File: src/rtl/core/rau_pkg.sv
// Shared types and codes for the rational arithmetic unit.
// Used by the controller, the datapath and the top level. No dependencies.
`default_nettype none
package rau_pkg;

   localparam logic [2:0] ACT_ADD = 3'd0;
   localparam logic [2:0] ACT_SUB = 3'd1;
   localparam logic [2:0] ACT_MUL = 3'd2;
   localparam logic [2:0] ACT_DIV = 3'd3;
   localparam logic [2:0] ACT_CMP = 3'd4;

   localparam int unsigned DIV_STEPS = 64;

   typedef enum logic [4:0] {
      ST_IDLE, ST_DISPATCH,
      ST_GD_INIT, ST_GD_RUN, ST_VD_INIT, ST_VD_RUN,
      ST_A_M1, ST_A_M2, ST_A_M3, ST_A_M4,
      ST_M_M1, ST_M_M2, ST_M_M3,
      ST_D_M1, ST_D_M2, ST_D_M3,
      ST_C_M1, ST_C_M2, ST_C_M3,
      ST_GR_INIT, ST_GR_RUN, ST_VR_INIT, ST_VR_RUN,
      ST_OUT
   } state_type;

   typedef enum logic [2:0] {
      MUL_NONE, MUL_AN_FA, MUL_BN_FB, MUL_AD_FA,
      MUL_AN_BN, MUL_AD_BD, MUL_AN_BD, MUL_BN_AD
   } mul_sel_type;

   typedef enum logic [4:0] {
      OP_NONE, OP_LOAD,
      OP_GCD_DEN, OP_GCD_RED, OP_GCD_STEP, OP_GCD_FIN,
      OP_DIV_DEN, OP_DIV_RED, OP_DIV_STEP, OP_DIV_SAVE,
      OP_ST_TA, OP_ST_SUM, OP_ST_NUM, OP_ST_DEN,
      OP_FIN_RED, OP_FIN_CMP, OP_FIN_CLR, OP_OUT_LOAD,
      OP_MUL_AD_BN
   } op_type;

   typedef struct packed {
      op_type      op;
      mul_sel_type mul;
   } cmd_type;

   typedef struct packed {
      logic [2:0] action;
      logic       b_zero;
      logic       gcd_done;
      logic       div_done;
      logic       out_free;
   } status_type;

endpackage
`default_nettype wire

File: src/rtl/core/rau_ctrl.sv
// Sequencing state machine of the rational arithmetic unit.
// Depends on rau_pkg; drives the datapath by command, reads its status.
`default_nettype none
module rau_ctrl (
   input  wire logic                clock,
   input  wire logic                reset,
   input  wire rau_pkg::status_type status,
   input  wire logic                req_tvalid,
   output logic                     req_tready,
   output rau_pkg::cmd_type         cmd
);

   rau_pkg::state_type state_ff, state_in;

   always_ff @(posedge clock) begin
      if (reset) begin
         state_ff <= rau_pkg::ST_IDLE;
      end else begin
         state_ff <= state_in;
      end
   end

   always_comb begin
      state_in = state_ff;
      case (state_ff)
         rau_pkg::ST_IDLE: begin
            if (req_tvalid) state_in = rau_pkg::ST_DISPATCH;
         end
         rau_pkg::ST_DISPATCH: begin
            case (status.action)
               rau_pkg::ACT_ADD, rau_pkg::ACT_SUB: state_in = rau_pkg::ST_GD_INIT;
               rau_pkg::ACT_MUL: state_in = rau_pkg::ST_M_M1;
               rau_pkg::ACT_DIV: state_in = status.b_zero ? rau_pkg::ST_OUT
                                                          : rau_pkg::ST_D_M1;
               rau_pkg::ACT_CMP: state_in = rau_pkg::ST_C_M1;
               default: state_in = rau_pkg::ST_OUT;
            endcase
         end
         rau_pkg::ST_GD_INIT: state_in = rau_pkg::ST_GD_RUN;
         rau_pkg::ST_GD_RUN:  if (status.gcd_done) state_in = rau_pkg::ST_VD_INIT;
         rau_pkg::ST_VD_INIT: state_in = rau_pkg::ST_VD_RUN;
         rau_pkg::ST_VD_RUN:  if (status.div_done) state_in = rau_pkg::ST_A_M1;
         rau_pkg::ST_A_M1:    state_in = rau_pkg::ST_A_M2;
         rau_pkg::ST_A_M2:    state_in = rau_pkg::ST_A_M3;
         rau_pkg::ST_A_M3:    state_in = rau_pkg::ST_A_M4;
         rau_pkg::ST_A_M4:    state_in = rau_pkg::ST_GR_INIT;
         rau_pkg::ST_M_M1:    state_in = rau_pkg::ST_M_M2;
         rau_pkg::ST_M_M2:    state_in = rau_pkg::ST_M_M3;
         rau_pkg::ST_M_M3:    state_in = rau_pkg::ST_GR_INIT;
         rau_pkg::ST_D_M1:    state_in = rau_pkg::ST_D_M2;
         rau_pkg::ST_D_M2:    state_in = rau_pkg::ST_D_M3;
         rau_pkg::ST_D_M3:    state_in = rau_pkg::ST_GR_INIT;
         rau_pkg::ST_C_M1:    state_in = rau_pkg::ST_C_M2;
         rau_pkg::ST_C_M2:    state_in = rau_pkg::ST_C_M3;
         rau_pkg::ST_C_M3:    state_in = rau_pkg::ST_OUT;
         rau_pkg::ST_GR_INIT: state_in = rau_pkg::ST_GR_RUN;
         rau_pkg::ST_GR_RUN:  if (status.gcd_done) state_in = rau_pkg::ST_VR_INIT;
         rau_pkg::ST_VR_INIT: state_in = rau_pkg::ST_VR_RUN;
         rau_pkg::ST_VR_RUN:  if (status.div_done) state_in = rau_pkg::ST_OUT;
         rau_pkg::ST_OUT:     if (status.out_free) state_in = rau_pkg::ST_IDLE;
         default:             state_in = rau_pkg::ST_IDLE;
      endcase
   end

   always_comb begin
      req_tready = 1'b0;
      cmd.op     = rau_pkg::OP_NONE;
      cmd.mul    = rau_pkg::MUL_NONE;
      case (state_ff)
         rau_pkg::ST_IDLE: begin
            req_tready = 1'b1;
            if (req_tvalid) cmd.op = rau_pkg::OP_LOAD;
         end
         rau_pkg::ST_DISPATCH: begin
            if (!(status.action == rau_pkg::ACT_ADD || status.action == rau_pkg::ACT_SUB ||
                  status.action == rau_pkg::ACT_MUL || status.action == rau_pkg::ACT_CMP ||
                  (status.action == rau_pkg::ACT_DIV && !status.b_zero)))
               cmd.op = rau_pkg::OP_FIN_CLR;
         end
         rau_pkg::ST_GD_INIT: cmd.op = rau_pkg::OP_GCD_DEN;
         rau_pkg::ST_GD_RUN:
            cmd.op = status.gcd_done ? rau_pkg::OP_GCD_FIN : rau_pkg::OP_GCD_STEP;
         rau_pkg::ST_VD_INIT: cmd.op = rau_pkg::OP_DIV_DEN;
         rau_pkg::ST_VD_RUN:
            cmd.op = status.div_done ? rau_pkg::OP_DIV_SAVE : rau_pkg::OP_DIV_STEP;
         rau_pkg::ST_A_M1: cmd.mul = rau_pkg::MUL_AN_FA;
         rau_pkg::ST_A_M2: begin
            cmd.mul = rau_pkg::MUL_BN_FB;
            cmd.op  = rau_pkg::OP_ST_TA;
         end
         rau_pkg::ST_A_M3: begin
            cmd.mul = rau_pkg::MUL_AD_FA;
            cmd.op  = rau_pkg::OP_ST_SUM;
         end
         rau_pkg::ST_A_M4: cmd.op = rau_pkg::OP_ST_DEN;
         rau_pkg::ST_M_M1: cmd.mul = rau_pkg::MUL_AN_BN;
         rau_pkg::ST_M_M2: begin
            cmd.mul = rau_pkg::MUL_AD_BD;
            cmd.op  = rau_pkg::OP_ST_NUM;
         end
         rau_pkg::ST_M_M3: cmd.op = rau_pkg::OP_ST_DEN;
         rau_pkg::ST_D_M1: cmd.mul = rau_pkg::MUL_AN_BD;
         rau_pkg::ST_D_M2: begin
            cmd.mul = rau_pkg::MUL_BN_AD;
            cmd.op  = rau_pkg::OP_ST_NUM;
         end
         rau_pkg::ST_D_M3: cmd.op = rau_pkg::OP_ST_DEN;
         rau_pkg::ST_C_M1: cmd.mul = rau_pkg::MUL_AN_BD;
         rau_pkg::ST_C_M2: begin
            cmd.mul = rau_pkg::MUL_BN_AD;
            cmd.op  = rau_pkg::OP_ST_TA;
         end
         rau_pkg::ST_C_M3: cmd.op = rau_pkg::OP_FIN_CMP;
         rau_pkg::ST_GR_INIT: cmd.op = rau_pkg::OP_GCD_RED;
         rau_pkg::ST_GR_RUN:
            cmd.op = status.gcd_done ? rau_pkg::OP_GCD_FIN : rau_pkg::OP_GCD_STEP;
         rau_pkg::ST_VR_INIT: cmd.op = rau_pkg::OP_DIV_RED;
         rau_pkg::ST_VR_RUN:
            cmd.op = status.div_done ? rau_pkg::OP_FIN_RED : rau_pkg::OP_DIV_STEP;
         rau_pkg::ST_OUT: if (status.out_free) cmd.op = rau_pkg::OP_OUT_LOAD;
         default: ;
      endcase
   end

endmodule
`default_nettype wire

File: config.mk
export PLATFORM = sky130hd
export DESIGN_NAME = rau_ctrl
export DESIGN_NICKNAME = d
export VERILOG_FILES = /design/src/rtl/core/rau_pkg.sv /design/src/rtl/core/rau_ctrl.sv
export SDC_FILE = /design/constraint.sdc
export NUM_CORES = 1
export LEC_CHECK = 0
export CAP_MARGIN = 40
export CORE_AREA = 2 2 57 53
export CTS_BUF_LIST = sky130_fd_sc_hd__clkbuf_8 sky130_fd_sc_hd__clkbuf_16
export CTS_CLUSTER_SIZE = 12
export DETAILED_ROUTE_END_ITERATION = 8
export DIE_AREA = 0 0 59 55
export DONT_BUFFER_PORTS = 1
export GPL_TIMING_DRIVEN = 0
export HOLD_SLACK_MARGIN = 0.06
export PLACE_DENSITY = 0.6
export SETUP_SLACK_MARGIN = 0.02
export SYNTH_ARGS = -nofsm -noshare
export SYNTH_HDL_FRONTEND = slang
export SYNTH_SLANG_ARGS = --single-unit
File: constraint.sdc
create_clock -name clock -period 1.55 [get_ports clock]
set_input_delay 0.0775 -clock clock [delete_from_list [all_inputs] [get_ports clock]]
set_output_delay 0.0775 -clock clock [all_outputs]
set_load 0.005 [all_outputs]
==> run metrics <==
WP data required=approximately 1500 ps; most frequent cells in the layout=nand2_1 (13), nor2_1 (12), o21ai_1 (10), a21oi_1 (10); Crit Path Class=reg2out; PD cells=approximately 2000 mW/mm2; vias in the first global route=978; ys async rst share=0%; worst hold slack=between 100 and 150 ps; worst rel slew slack=80.50%; chip height=55 um; delay of the slowest cell on the worst path=~310 ps; Synth Area in Adders=0%; LEAKAGE=roughly 0.43 nW; XOR/XNOR Fraction of Synth Area=under 10%; Seq. cell area=111.4 um2; Remaining DRCs=0; fin cells=roughly 180; initial core utilization=33.33%; most used cell along the critical path=buf_6; worst-path fanout max=10; antenna violations before repair=0; Biggest register=state_ff; compound-gate portion of the synthesized area=between 40% and 50%; share of cells above drive strength 1=a little under a third; worst skew pair latency=220 ps; vias per cell=between 6 and 7; placed insts=~170; clock-pin slew on the worst setup and hold paths=approximately 30 ps; final worst setup slack=-10.57 ps; crit-path cells=buf_6, buf_6, buf_4, o21ai_0, a21oi_1, o21ai_1; EDFF count, synth=0; biggest regs=state_ff: 5 flops; CP top delay family=buffers and inverters; io pins=19; Cells after Synth=about 140; Final Hold Fails=0; Worst Path Arrival=about 1500 ps; Largest register FFs=5; total global routing overflow=0; dpl ws=-99.99 ps; WL/cell=~18 um; Die ar.=~0.0032 mm2; Worst Tran Pin Value=between 200 and 300 ps; reg-to-reg slack, setup=about 70 ps; Max Cap Violations=0; most frequently used flop master after synthesis=dfxtp_1; Initial DRC Count=86; Slew Limit Fails=0; hold depth=2; Fill cells=262; first-pass GRT wire length=approximately 4800 um; vias=between 1,000 and 1,500; clk buf depth=2; clock sinks=5; TritonRoute pass-1 iters=4; #FFs+latches synth=5; Antenna diodes=0; Setup TNS Final=-10.57 ps; startpoint class of the critical path=register; Simple-Gate Fraction of Synth Area=24.86%; Final Skew=between 5 and 6 ps; area delta synth->final=33.62%; Mean Syn Cell Area=approximately 6.5 um2; H-tree depth=1; final core utilization=about 45%; largest family of logic cells by synthesized area=compound AO/OA/AOI/OAI gates; Clock Tree Root=clkbuf_8; Multi-input gate area=775.7 um2; CP Depth=6; Final Setup Violations=1; sequential-to-total area share from yosys stat=a little under an eighth; Antenna Nets Post-Route=0; final WL=about 3200 um; Ys Warns=0; commonest non-fill, non-tap cell in the layout=nand2_1; gpl congestion=0.9266; Syn Nets=roughly 150; Rows=18; outcome=finished with violations; TritonCTS clock tree=done; Final period util=100.7%; fmax=between 0.6 and 0.7 GHz; Die W=just under 60 um; CTS Buf Count=3; Syn Std Cell Area=between 800 and 900 um2; Crit. End Element=primary output; CP bufs+invs=3; final net count=roughly 160; worst min path class=in2reg; failing checks=negative setup slack; Tmin final=~1600 ps; Port-buffer cells=0; largest net degree at the start of global routing=11; number of distinct library cells after synthesis=44; Max VDD drop=520.9 uV; hpwl dp=2086 um; GRT Util Overall=between 10% and 20%; RSZ-0062 raised after global routing=yes; Slowest cell on crit path=dfxtp_1; reg2reg path depth=5; core area=around 0.0027 mm2; multiplexer area fraction after synthesis=~2.4%
[where the power goes]
part           internal (mW)  switching, mW
Combinational          0.818           1.03
Clock                  0.170         0.0645
Sequential             0.191         0.0635
[kinds of logic (layout without fill, tap and decap cells)]
family / count (synthesis) / count (layout)
buf+inv: 20 / 29
xor+xnor: 2 / 2
compound gates: 62 / 62
simple gates: 46 / 46
flops: 5 / 5
mux: 2 / 2
[layout make-up]
cell class                      instances  share of cell area (%)
Buffer                                 13                   11.95
Clock buffer                            3                   3.488
Clock inverter                          1                  0.3171
Inverter                                7                   2.748
Multi-Input combinational cell        112                   65.54
Sequential cell                         5                   9.408
Tap cell                               30                   3.171
Timing Repair Buffer                    5                   3.383
[layer usage]
metal	routed length (um)	track usage, %	part of all wire (%)	vias to the layer above
li1	-	-	-	529
met5	0	0	0	-
met2	1573	33.15	49	49
met4	10	1.515	0.31	0
met3	237	3.488	7.4	2
met1	1363	25.86	43	546
[final timing paths]
| check | startpoint | to |
|---|---|---|
| min | reset | state_ff[4] |
| max | state_ff[0] | cmd[6] |
| max reg2reg | state_ff[1] | state_ff[2] |
| min reg2reg | state_ff[2] | state_ff[3] |
[metrics by stage]
step                      area (um2)  power (mW)
final                           1184       2.333
after global routing            1184       2.482
after CTS                       1026       1.964
after detailed placement       923.4       1.615
after global placement         923.4       1.595
after floorplan                885.9       1.331
[cell usage after synthesis, types with 4 or more instances]
| cell type | count | area (um2) |
|---|---|---|
| clkbuf_1 | 4 | 15.01 |
| o22ai_1 | 7 | 43.79 |
| a22o_1 | 4 | 35.03 |
| nand2_1 | 14 | 52.55 |
| a31oi_1 | 4 | 25.02 |
| dfxtp_1 | 5 | 100.1 |
| a21oi_1 | 12 | 60.06 |
| buf_2 | 6 | 30.03 |
| inv_1 | 4 | 15.01 |
| o21ai_0 | 7 | 35.03 |
| o21ai_1 | 7 | 35.03 |
| nor2b_1 | 6 | 37.54 |
| nor2_1 | 13 | 48.80 |
[timing repair]
| item | CTS | global route |
|---|---|---|
| setup buffers | 0 | 4 |
| hold buffers | 1 | 0 |
| resized for setup | 20 | 40 |
| pin swaps | 2 | 10 |
| endpoints found under the setup margin | 11 | 11 |
| endpoints found under the hold margin | 1 | 0 |
Note: power is estimated with default switching activity, not from simulation.
